## src/positional_list_store_assert.svh

```systemverilog
// ---------------------------------------------------------------------------
// positional list store assertion macros
// shared concurrent assertion forms, clocked and reset-qualified
// ---------------------------------------------------------------------------
`ifndef POSITIONAL_LIST_STORE_ASSERT_SVH
`define POSITIONAL_LIST_STORE_ASSERT_SVH

// condition that holds at every clock edge out of reset
`define PLS_ASSERT_ALWAYS(label, clk, rst_n, expr, msg) \
	label: assert property (@(posedge clk) disable iff (!rst_n) (expr)) else $error(msg);

// consequence in the same cycle
`define PLS_ASSERT_IMPLIES(label, clk, rst_n, ante, cons, msg) \
	label: assert property (@(posedge clk) disable iff (!rst_n) (ante) |-> (cons)) \
		else $error(msg);

// consequence in the following cycle
`define PLS_ASSERT_NEXT(label, clk, rst_n, ante, cons, msg) \
	label: assert property (@(posedge clk) disable iff (!rst_n) (ante) |=> (cons)) \
		else $error(msg);

`endif

```

## src/pls_pkg.sv

```systemverilog
// ---------------------------------------------------------------------------
// pls_pkg
// types and constants shared by the positional list store modules
// ---------------------------------------------------------------------------
`timescale 1ns / 1ps

package pls_pkg;

	localparam int PosBits     = 7;
	localparam int ValBits     = 32;
	localparam int CntBits     = 7;
	localparam int QUEUE_DEPTH = 2;

	typedef enum logic [2:0] {
		OP_INSERT   = 3'd0,
		OP_DELETE   = 3'd1,
		OP_RETRIEVE = 3'd2,
		OP_REPLACE  = 3'd3,
		OP_CLEAR    = 3'd4,
		OP_TRAVERSE = 3'd5
	} op_t;

	typedef enum logic [1:0] {
		ST_OK     = 2'd0,
		ST_BADPOS = 2'd1,
		ST_FULL   = 2'd2,
		ST_EMPTY  = 2'd3
	} status_t;

	// what the back end does to the cells
	typedef enum logic [2:0] {
		ACT_NONE,
		ACT_INSERT,
		ACT_DELETE,
		ACT_READ,
		ACT_REPLACE,
		ACT_TRAVERSE
	} act_t;

	typedef enum logic {
		BK_IDLE,
		BK_TRAV
	} bk_state_t;

	// classified command, front to back
	typedef struct packed {
		act_t                 act;
		logic [PosBits-1:0]   pos;
		logic [ValBits-1:0]   value;
		status_t              status;
		logic [CntBits-1:0]   count;
	} cmd_t;

endpackage

```

## src/pls_queue.sv

```systemverilog
// ---------------------------------------------------------------------------
// pls_queue
// short command queue between front and back
// ---------------------------------------------------------------------------
`timescale 1ns / 1ps
`include "positional_list_store_assert.svh"

module pls_queue import pls_pkg::*; (
	input  logic clk,
	input  logic arst_n,
	input  logic push,
	input  cmd_t cmd,
	input  logic pop,
	output cmd_t head,
	output logic full,
	output logic empty
);

	localparam int PW = (QUEUE_DEPTH > 1) ? $clog2(QUEUE_DEPTH) : 1;
	localparam int LW = $clog2(QUEUE_DEPTH + 1);

	cmd_t          mem_q [QUEUE_DEPTH];
	logic [PW-1:0] wr_ptr_q;
	logic [PW-1:0] rd_ptr_q;
	logic [LW-1:0] level_q;
	logic          do_push;
	logic          do_pop;

	assign full    = (level_q == LW'(QUEUE_DEPTH));
	assign empty   = (level_q == '0);
	assign do_push = push && !full;
	assign do_pop  = pop && !empty;
	assign head    = mem_q[rd_ptr_q];

	always_ff @(posedge clk) begin
		if (do_push) mem_q[wr_ptr_q] <= cmd;
	end

	always_ff @(posedge clk or negedge arst_n) begin
		if (!arst_n) begin
			wr_ptr_q <= '0;
			rd_ptr_q <= '0;
			level_q  <= '0;
		end else begin
			if (do_push) begin
				wr_ptr_q <= (wr_ptr_q == PW'(QUEUE_DEPTH - 1)) ? '0 : wr_ptr_q + PW'(1);
			end
			if (do_pop) begin
				rd_ptr_q <= (rd_ptr_q == PW'(QUEUE_DEPTH - 1)) ? '0 : rd_ptr_q + PW'(1);
			end
			case ({do_push, do_pop})
				2'b10:   level_q <= level_q + LW'(1);
				2'b01:   level_q <= level_q - LW'(1);
				default: level_q <= level_q;
			endcase
		end
	end

	`PLS_ASSERT_NEXT(a_queue_grows, clk, arst_n, do_push && !do_pop, level_q == $past(level_q) + LW'(1), "queue level did not grow on push")
	`PLS_ASSERT_ALWAYS(a_queue_bound, clk, arst_n, level_q <= LW'(QUEUE_DEPTH), "queue level beyond depth")

endmodule

```

## config.mk

```make
export PLATFORM = sky130hd
export DESIGN_NAME = pls_queue
export DESIGN_NICKNAME = d
export VERILOG_FILES = /design/src/pls_pkg.sv /design/src/pls_queue.sv
export VERILOG_INCLUDE_DIRS = /design/src /design/src/src
export SDC_FILE = /design/constraint.sdc
export NUM_CORES = 1
export LEC_CHECK = 0
export ABC_AREA = 1
export BUFFER_PORTS_ARGS = -buffer_cell sky130_fd_sc_hd__buf_2
export CORE_MARGIN = 4
export CORE_UTILIZATION = 50
export DETAILED_ROUTE_END_ITERATION = 10
export GPL_TIMING_DRIVEN = 0
export PLACE_DENSITY = 0.85
export SLEW_MARGIN = 20
export SYNTH_ARGS = -nofsm -noshare
export SYNTH_HDL_FRONTEND = slang
export SYNTH_SLANG_ARGS = --single-unit
```

## constraint.sdc

```tcl
create_clock -name clk -period 9.5 [get_ports clk]
set_clock_uncertainty 0.1 [all_clocks]
set_input_delay 0.475 -clock clk [delete_from_list [all_inputs] [get_ports clk]]
set_output_delay 0.475 -clock clk [all_outputs]
set_load 0.005 [all_outputs]
```

==> results_dict.tcl <==
set metrics [dict create \
    boundaryPins 108 \
    rows 32 \
    maxCapViolCount 0 \
    rsz0062_at_grt "false" \
    hpwl_mm 5.14 \
    synth_area_leaders "edfxtp_1 77%, nand2_1 15%, dfrtp_1 2.5%" \
    gp_congestion 0.741 \
    report.final.slew_viol_count 0 \
    arrival_ps 1350 \
    placed_cell_area_mm2 0.00470 \
    design_area_mm2 0.00490 \
    hold_viol 0 \
    synth_top_area_frac 0.768 \
    antenna_cells 0 \
    end_kind "output port" \
    ys_seq_area_frac 0.793 \
    yosys_warnings 0 \
    post-synth-top-area-cell "edfxtp_1" \
    start_util 0.516 \
    clock_sink_count 106 \
    p_per_area_mw_per_mm2 288 \
    place_inst 510 \
    grt_pass1_vias 2456 \
    outcome "complete, no violations" \
    required_ps 8930 \
    reg2reg_depth 3 \
    p_leak_nw 2.16 \
    cp-start-kind "flop" \
    totalWireLength_mm 7.15 \
    grt_use_total 0.155 \
    grt_util_met1 0.176 \
    antenna_found_initial 0 \
    hp-class "in2reg" \
    synth.most_common_cell "nand2_1" \
    period_share 0.202 \
    crit_type "reg2out" \
    fin_crit_ps 1920 \
    drc 0 \
    seq_area_mm2 0.00316 \
    clockRootBuffer "clkbuf_8" \
    drt_first_iter_violations 64 \
    cts_max_level 3 \
    grt_max_degree 27 \
    ir_drop_mv 0.170 \
    vias 2477 \
    dr.pass1.iters 4 \
    clock.fmax_ghz 0.520 \
    hold-path-cell-count 1 \
    use_met2 0.284 \
    synthTopCellsByCount "161 x nand2_1, 102 x edfxtp_1, 6 x buf_6, 6 x inv_1, 5 x buf_4" \
    drive_above_1_share 0.341 \
    fin_nets 476 \
    syn_to_final_growth_pct 22.9 \
    grt_first_pass_wirelength_mm 11.6 \
    syn_inst 299 \
    vias_per_cell 4.70 \
    synth_area_mm2 0.00399 \
    finalSetupViolCount 0 \
    die-area_mm2 0.00947 \
    grt_most_used_layer "met2" \
    met3_usage 0.0402 \
    syn_nets 355 \
    insertion_delay_ps 350 \
    antenna_left 0 \
    die_w_um 97.3 \
    die_y_um 97.3 \
    ys_ff_latch 106 \
    avgSynthCellArea_um2 13.3 \
    p_total_mw 1.41 \
    crit_path_max_fanout 10 \
    cts_setup_buffers 0 \
    cts_max_path_buffers 2 \
    grt_overflow 0 \
    cts_tree "done" \
    maxSlewHeadroom 0.480 \
    clk_pin_slew_ps 100 \
    async_flop_share 0.0377 \
    worst_pin_slew_ps 779 \
    fillers 605 \
    final_cells 527 \
    port_buffers 107 \
    ys.flop_type "edfxtp_1" \
    routedWlPerCell_um 13.6 \
    synth_enable_flop_cells 102 \
    ys_types 16 \
    multi_input_area_um2 686 \
    fin_setup_tns_ps 0 \
    cts_buffers 9 \
    core_area_mm2 0.00773 \
]
## cell families (layout without fill, tap and decap cells)
family	Yosys count	after routing	share of synthesized area
AND/OR/NAND/NOR	169	169	0.162
flip-flops	106	106	0.793
buffers and inverters	21	147	0.0370
adder cells (fa/ha/maj)	1	1	0.00314
AO/OA/AOI/OAI	1	1	0.00220
XOR/XNOR	1	1	0.00220
## flip-flops by register name, summed over array words and instances (netlist names)
signal	count
rd_ptr_q	1
level_q	2
wr_ptr_q	1
mem_q	102
## area by class of cell
type	count	area share
timing repair buffer	110	0.119
inverter	10	0.00868
buffer	11	0.0214
sequential	106	0.645
clock buffer	9	0.0253
clock inverter	7	0.0140
multi-input combinational	172	0.140
tap	102	0.0260
## what timing repair did
item                                   in CTS  in global routing
gates resized for setup                     0                  0
hold buffers                                1                  0
endpoints found under the hold margin       4                  0
## metrics by stage
step / utilization / hold slack [ps] / setup slack [ps]
6_report: 0.634 / 210 / 7580
5_1_grt: 0.634 / 181 / 7480
4_1_cts: 0.634 / 191 / 7540
3_5_place_dp: 0.608 / 190 / 7500
3_3_place_gp: 0.602 / 183 / 5060
2_1_floorplan: - / 79.4 / 6260
## report_power, final
part           switching, mW  leakage, nW  total [mW]  internal [mW]
Clock                  0.142       0.0970       0.264          0.122
Combinational          0.288         1.06       0.485          0.197
Sequential            0.0277        0.997       0.665          0.637
Total                  0.458         2.16        1.41          0.955
## per-layer routing
layer / vias up / wire length (um)
li1: 1236 / -
met1: 1163 / 2860
met2: 71 / 3800
met3: 7 / 425
met4: 0 / 69
met5: - / 0
## path summary, 6_finish.rpt
| kind | start | to | slack [ps] |
|---|---|---|---|
| setup / recovery | rd_ptr_q$_DFFE_PN0P_ | head[50] | 7580 |
| hold / removal | cmd[11] | mem_q[0][11]$_DFFE_PP_ | 210 |
| setup reg to reg | level_q[0]$_DFFE_PN0P_ | mem_q[1][4]$_DFFE_PP_ | 7590 |
| hold reg to reg | wr_ptr_q$_DFFE_PN0P_ | wr_ptr_q$_DFFE_PN0P_ | 410 |
| max in group asynchronous | arst_n | rd_ptr_q$_DFFE_PN0P_ | 8810 |
| min in group asynchronous | arst_n | level_q[0]$_DFFE_PN0P_ | 350 |
## cell usage in the layout, fill, tap and decap left out
cell           instances
nand3_1                3
xnor2_1                1
nor2_4                 1
nand4_1                1
buf_4                  5
inv_2                  4
clkinv_4               1
inv_6                  2
buf_12                 2
dfrtp_1                4
clkbuf_8               9
buf_6                  6
ha_1                   1
edfxtp_1             102
nand2_1              161
nor2_2                 1
o21ai_2                1
inv_1                  5
dlygate4sd3_1          1
clkinv_2               2
nand2_2                2
bufinv_16              1
buf_2                107
clkinvlp_4             1
clkinv_1               1
## worst max-delay path, stage by stage, from the launching register on
cell     delay (ps)
dfrtp_1         380
buf_6           140
inv_6           100
buf_6           150
nand2_1          50
nand2_1          70
buf_2           120
(Power assumes the default switching activity.)
