`src/positional_list_store_assert.svh`:
```
// ---------------------------------------------------------------------------
// positional list store assertion macros
// shared concurrent assertion forms, clocked and reset-qualified
// ---------------------------------------------------------------------------
`ifndef POSITIONAL_LIST_STORE_ASSERT_SVH
`define POSITIONAL_LIST_STORE_ASSERT_SVH

// condition that holds at every clock edge out of reset
`define PLS_ASSERT_ALWAYS(label, clk, rst_n, expr, msg) \
	label: assert property (@(posedge clk) disable iff (!rst_n) (expr)) else $error(msg);

// consequence in the same cycle
`define PLS_ASSERT_IMPLIES(label, clk, rst_n, ante, cons, msg) \
	label: assert property (@(posedge clk) disable iff (!rst_n) (ante) |-> (cons)) \
		else $error(msg);

// consequence in the following cycle
`define PLS_ASSERT_NEXT(label, clk, rst_n, ante, cons, msg) \
	label: assert property (@(posedge clk) disable iff (!rst_n) (ante) |=> (cons)) \
		else $error(msg);

`endif

```
`src/pls_pkg.sv`:
```
// ---------------------------------------------------------------------------
// pls_pkg
// types and constants shared by the positional list store modules
// ---------------------------------------------------------------------------
`timescale 1ns / 1ps

package pls_pkg;

	localparam int PosBits     = 7;
	localparam int ValBits     = 32;
	localparam int CntBits     = 7;
	localparam int QUEUE_DEPTH = 2;

	typedef enum logic [2:0] {
		OP_INSERT   = 3'd0,
		OP_DELETE   = 3'd1,
		OP_RETRIEVE = 3'd2,
		OP_REPLACE  = 3'd3,
		OP_CLEAR    = 3'd4,
		OP_TRAVERSE = 3'd5
	} op_t;

	typedef enum logic [1:0] {
		ST_OK     = 2'd0,
		ST_BADPOS = 2'd1,
		ST_FULL   = 2'd2,
		ST_EMPTY  = 2'd3
	} status_t;

	// what the back end does to the cells
	typedef enum logic [2:0] {
		ACT_NONE,
		ACT_INSERT,
		ACT_DELETE,
		ACT_READ,
		ACT_REPLACE,
		ACT_TRAVERSE
	} act_t;

	typedef enum logic {
		BK_IDLE,
		BK_TRAV
	} bk_state_t;

	// classified command, front to back
	typedef struct packed {
		act_t                 act;
		logic [PosBits-1:0]   pos;
		logic [ValBits-1:0]   value;
		status_t              status;
		logic [CntBits-1:0]   count;
	} cmd_t;

endpackage

```
`src/pls_front.sv`:
```
// ---------------------------------------------------------------------------
// pls_front
// accepts items, checks bounds against the projected count, builds commands
// ---------------------------------------------------------------------------
`timescale 1ns / 1ps

module pls_front import pls_pkg::*; #(
	parameter int DEPTH = 64
) (
	input  logic                clk,
	input  logic                arst_n,
	input  logic                start,
	input  logic [2:0]          operation,
	input  logic [PosBits-1:0]  position,
	input  logic [ValBits-1:0]  value_in,
	input  logic                full,
	output logic                push,
	output cmd_t                cmd
);

	localparam int CW = $clog2(DEPTH + 1);

	// count as it stands once every queued command has run
	logic [CW-1:0]      count_q;
	logic [CW-1:0]      count_next;
	logic [PosBits-1:0] cnt_ext;

	assign push    = start && !full;
	assign cnt_ext = PosBits'(count_q);

	always_comb begin
		cmd        = '0;
		cmd.act    = ACT_NONE;
		cmd.pos    = position;
		cmd.value  = value_in;
		cmd.status = ST_OK;
		count_next = count_q;
		case (op_t'(operation))
			OP_INSERT: begin
				if (count_q == CW'(DEPTH)) begin
					cmd.status = ST_FULL;
				end else if (position > cnt_ext) begin
					cmd.status = ST_BADPOS;
				end else begin
					cmd.act    = ACT_INSERT;
					count_next = count_q + CW'(1);
				end
			end
			OP_DELETE: begin
				if (count_q == '0) begin
					cmd.status = ST_EMPTY;
				end else if (position >= cnt_ext) begin
					cmd.status = ST_BADPOS;
				end else begin
					cmd.act    = ACT_DELETE;
					count_next = count_q - CW'(1);
				end
			end
			OP_RETRIEVE: begin
				if (position >= cnt_ext) cmd.status = ST_BADPOS;
				else cmd.act = ACT_READ;
			end
			OP_REPLACE: begin
				if (position >= cnt_ext) cmd.status = ST_BADPOS;
				else cmd.act = ACT_REPLACE;
			end
			OP_CLEAR: begin
				count_next = '0;
			end
			OP_TRAVERSE: begin
				if (count_q == '0) cmd.status = ST_EMPTY;
				else cmd.act = ACT_TRAVERSE;
			end
			default: begin
			end
		endcase
		cmd.count = CntBits'(count_next);
	end

	always_ff @(posedge clk or negedge arst_n) begin
		if (!arst_n) begin
			count_q <= '0;
		end else if (push) begin
			count_q <= count_next;
		end
	end

endmodule

```
`config.mk`:
```
export PLATFORM = sky130hd
export DESIGN_NAME = pls_front
export DESIGN_NICKNAME = d
export VERILOG_FILES = /design/src/positional_list_store_assert.svh /design/src/pls_pkg.sv /design/src/pls_front.sv
export SDC_FILE = /design/constraint.sdc
export NUM_CORES = 1
export LEC_CHECK = 0
export BUFFER_PORTS_ARGS = -buffer_cell sky130_fd_sc_hd__buf_2
export CORE_ASPECT_RATIO = 0.8
export CORE_MARGIN = 4
export CORE_UTILIZATION = 42
export DETAILED_ROUTE_END_ITERATION = 8
export PLACE_DENSITY = 0.81
export SLEW_MARGIN = 40
export SYNTH_ARGS = -nofsm -noshare
export SYNTH_HDL_FRONTEND = slang
export SYNTH_SLANG_ARGS = --single-unit
```
`constraint.sdc`:
```
create_clock -name clk -period 3.1 [get_ports clk]
set_clock_uncertainty 0.15 [all_clocks]
set_input_delay 0.465 -clock clk [delete_from_list [all_inputs] [get_ports clk]]
set_output_delay 0.465 -clock clk [all_outputs]
set_load 0.05 [all_outputs]
```
==> results.md <==
STA:
- The number of setup violations in the final report is 0.
- In the post-route analysis, the smallest setup slack over all paths is 21.8 ps.
- Based on the critical path, the design can be clocked at up to 0.325 GHz.
- Counting I/O delays and the setup requirement, the final critical path takes 3080 ps.
- The count of final max-slew check failures is 0.
- Setup repair after global routing could not meet its margin everywhere.
- Measured against its own limit, the worst slew margin works out to 56.3%.
- The final number of hold-violating endpoints is 0.
- For the pin with the worst max-slew slack, the measured transition is 654 ps.
- In the finished design, the share of the clock period the worst path needs comes to 99.3%.

Detailed routing:
- The mean number of vias per cell is 5.76.
- For this run, design rule violations remaining after detail routing come to 0.
- The via count is 1,405.
- In the final routed layout, each cell accounts on average for 15.7 µm.
- The remaining antenna violation count after routing is 0.
- The first detailed-routing pass ran for 4 iterations.
- For this block, the routed nets add up to 3.82 mm of wire.
- The detailed router finished its first iteration with 106 violations.

CTS:
- The TritonCTS clock tree is built.
- Clock tree synthesis found a total of 7 sinks.
- The total clock buffers created by CTS is 3.
- The deepest level of the CTS H-tree is 1.
- The register clock-pin slew on the reported worst setup and hold paths is 40 ps.
- The clock tree buffer depth is 2.
- The later pin in the worst-skew pair is clocked with a latency of 240 ps.
- CTS placed an instance of clkbuf_8 at the clock tree root.

Floorplanning:
- From bottom edge to top edge, the die measures 60.4 µm.
- The region available for standard cell placement spans 3200 µm².
- The starting density of the core is 45.1%.
- The count of standard-cell rows is 18.
- The die covers 4450 µm².
- 98 I/O pins were placed.
- The die is 73.6 µm wide.

Worst setup path:
- The required time of the critical path is 2480 ps.
- The worst reg-to-reg path cell count is 9.
- The kind of end point of the critical path is an output pin.
- The classification of the worst setup path is register to output pin.
- In this run the worst path has a maximum fanout of 5.
- The critical path startpoint category is a register.
- The critical path data arrival time is 2460 ps.

Power and ir drop:
- The maximum ir drop on the vdd rail is 0.441 mV.
- The analysis attributes to cell leakage a power of 0.735 nW.
- The design draws 0.836 mW.
- The total power density per cell area is 522 nW/µm².

Cells and area:
- Summing all multi-input logic gate instances after layout gives 948 µm².
- Of the cells placed in the final design, the portion with a size suffix greater than 1 is 43.1%.
- The area added between synthesis and finish is 10.9%.
- The number of flip-flops under the largest register name is 7.
- The count of nets after finishing is 261.
- The flip-flop and latch area is 176 µm².
- The number of antenna repair diodes is 0.
- The most common library cell in the layout ignoring fill and taps is buf_2.
- The share of the core filled with cells is 50.1%.
- The count of fill cells added during filler insertion is 330.
- In the layout the commonest cells are 27 x buf_2, 26 x buf_4, 13 x a21oi_1.

Place:
- Before CTS, the worst setup slack after placement is -40.1 ps.
- The wire-length estimate of the detail-placed layout is 2.95 mm.
- The number of input and output port buffers inserted is 33.
- Routability-driven placement finished with a final weighted congestion of 0.948.

Synthesis:
- The distinct cell type count after synthesis is 54.
- The top cell type by area accounts for 20.3% of the synthesized area.
- The number of warnings reported in the yosys synthesis log is 0.
- The number of nets handed over by synthesis was 250.
- The mean instance size in the synthesized netlist is 7.44 µm².
- In this run, synthesis inferred 0 flip-flops with an integrated enable.
- The number of cells produced by synthesis is 194.
- Yosys attributes the largest share of cell area to buf_4 20%, dfrtp_1 12%, ha_1 8.7%.
- The largest total area in the synthesized netlist belongs to buf_4.
- The most instantiated flip-flop cell in the synthesis netlist is dfrtp_1.
- The async set-reset flop share out of synthesis is 100%.
- The register bit total from synthesis is 7.
- After synthesis, flip-flops and latches occupy 12.1% of the total area.
- The mapped cell area is 1440 µm².

Status:
- The flow ran to the end, and the final reports show no timing, DRC or antenna violations.

Global route:
- The initial antenna violation count was 0.
- The final global-route overflow total is 0.
- Entering global routing, the biggest net connects 13 pins.
- The global-route wire length before repair is 5.66 mm.
- The global-route usage over all layers is 16.5%.
- The number of global-route vias before repair was 1,220.

Worst hold path:
- The worst hold-check path type is primary input to async pin.

Job:
- The tool flagged a number of max-cap violations equal to 0.
metal layers:
| layer | part of all wire, % | routed length, µm | vias to the layer above | global-route usage [%] |
|---|---|---|---|---|
| met1 | 44 | 1680 | 644 | 23.2 |
| met2 | 43 | 1660 | 73 | 23.7 |
| li1 | - | - | 680 | - |
| met5 | 0 | 0 | - | 0 |
| met3 | 11 | 433 | 8 | 5.63 |
| met4 | 1.1 | 42 | 0 | 4.91 |
layout make-up:
| class | instances | area share, % |
|---|---|---|
| Multi-Input combinational cell | 129 | 59.2 |
| Timing Repair Buffer | 55 | 21.7 |
| Sequential cell | 7 | 11.0 |
| Tap cell | 40 | 3.12 |
| Clock buffer | 4 | 2.81 |
| Inverter | 9 | 2.11 |
stage by stage:
| stage | hold WS, ps | cells | setup TNS, ps | cell area (µm²) |
|---|---|---|---|---|
| after global placement | 165 | 238 | -19.3 | 1480 |
| after CTS | 451 | 243 | -3.68 | 1550 |
| after detailed placement | 169 | 238 | -40.1 | 1480 |
| after global routing | 465 | 244 | -194 | 1600 |
| after floorplan | 19.4 | 194 | 0 | 1470 |
| final | 454 | 244 | 0 | 1600 |
power breakdown:
group	internal (mW)	switching (mW)
Combinational	0.223	0.352
Clock	0.0894	0.0448
Sequential	0.109	0.0183
Total	0.421	0.416
synth_stat cells, types with 3 or more instances:
| cell | instances |
|---|---|
| o21ai_0 | 7 |
| nor3_1 | 6 |
| and3_1 | 3 |
| a21oi_1 | 15 |
| o21ai_1 | 3 |
| nor2_2 | 3 |
| buf_2 | 4 |
| dfrtp_1 | 7 |
| clkbuf_1 | 3 |
| a211oi_1 | 3 |
| nand3_1 | 8 |
| o21bai_1 | 3 |
| buf_6 | 3 |
| ha_1 | 10 |
| nand2_1 | 10 |
| nor2_1 | 11 |
| buf_4 | 39 |
| inv_1 | 9 |
critical path, cell delays in order (launching register included):
cell and delay, ps:
dfrtp_1 390, inv_1 100, ha_1 260, a21oi_1 160
o21ai_1 150, o22a_2 310, nor4_1 280, buf_4 180
a211oi_2 40, o21ai_2 140, buf_4 200
path summary, 6_finish.rpt:
check                            from          to  slack (ps)
hold reg to reg            cnt_ext[1]  cnt_ext[1]         470
setup reg to reg           cnt_ext[6]  cnt_ext[4]         700
min in group clk           cnt_ext[1]  cnt_ext[1]         470
max in group asynchronous      arst_n  cnt_ext[2]        2160
hold / removal                 arst_n  cnt_ext[0]         450
setup / recovery           cnt_ext[6]      cmd[6]          20
cells by family after synthesis:
logic type	after synthesis	share of synthesized area, %
AND/OR/NAND/NOR	59	22.4
multiplexers	3	2.17
flip-flops	7	12.1
AO/OA/AOI/OAI	57	27.5
adder cells (fa/ha/maj)	10	8.67
buffers and inverters	58	27.1
timing repair:
item                       in CTS  in global routing
setup buffers                   0                  1
gates resized for setup         6                 17
hold endpoints to repair        7                  0
pin swaps                       0                  2
setup endpoints to repair       6                  8
hold buffers                    1                  0
(Power assumes the default switching activity.)
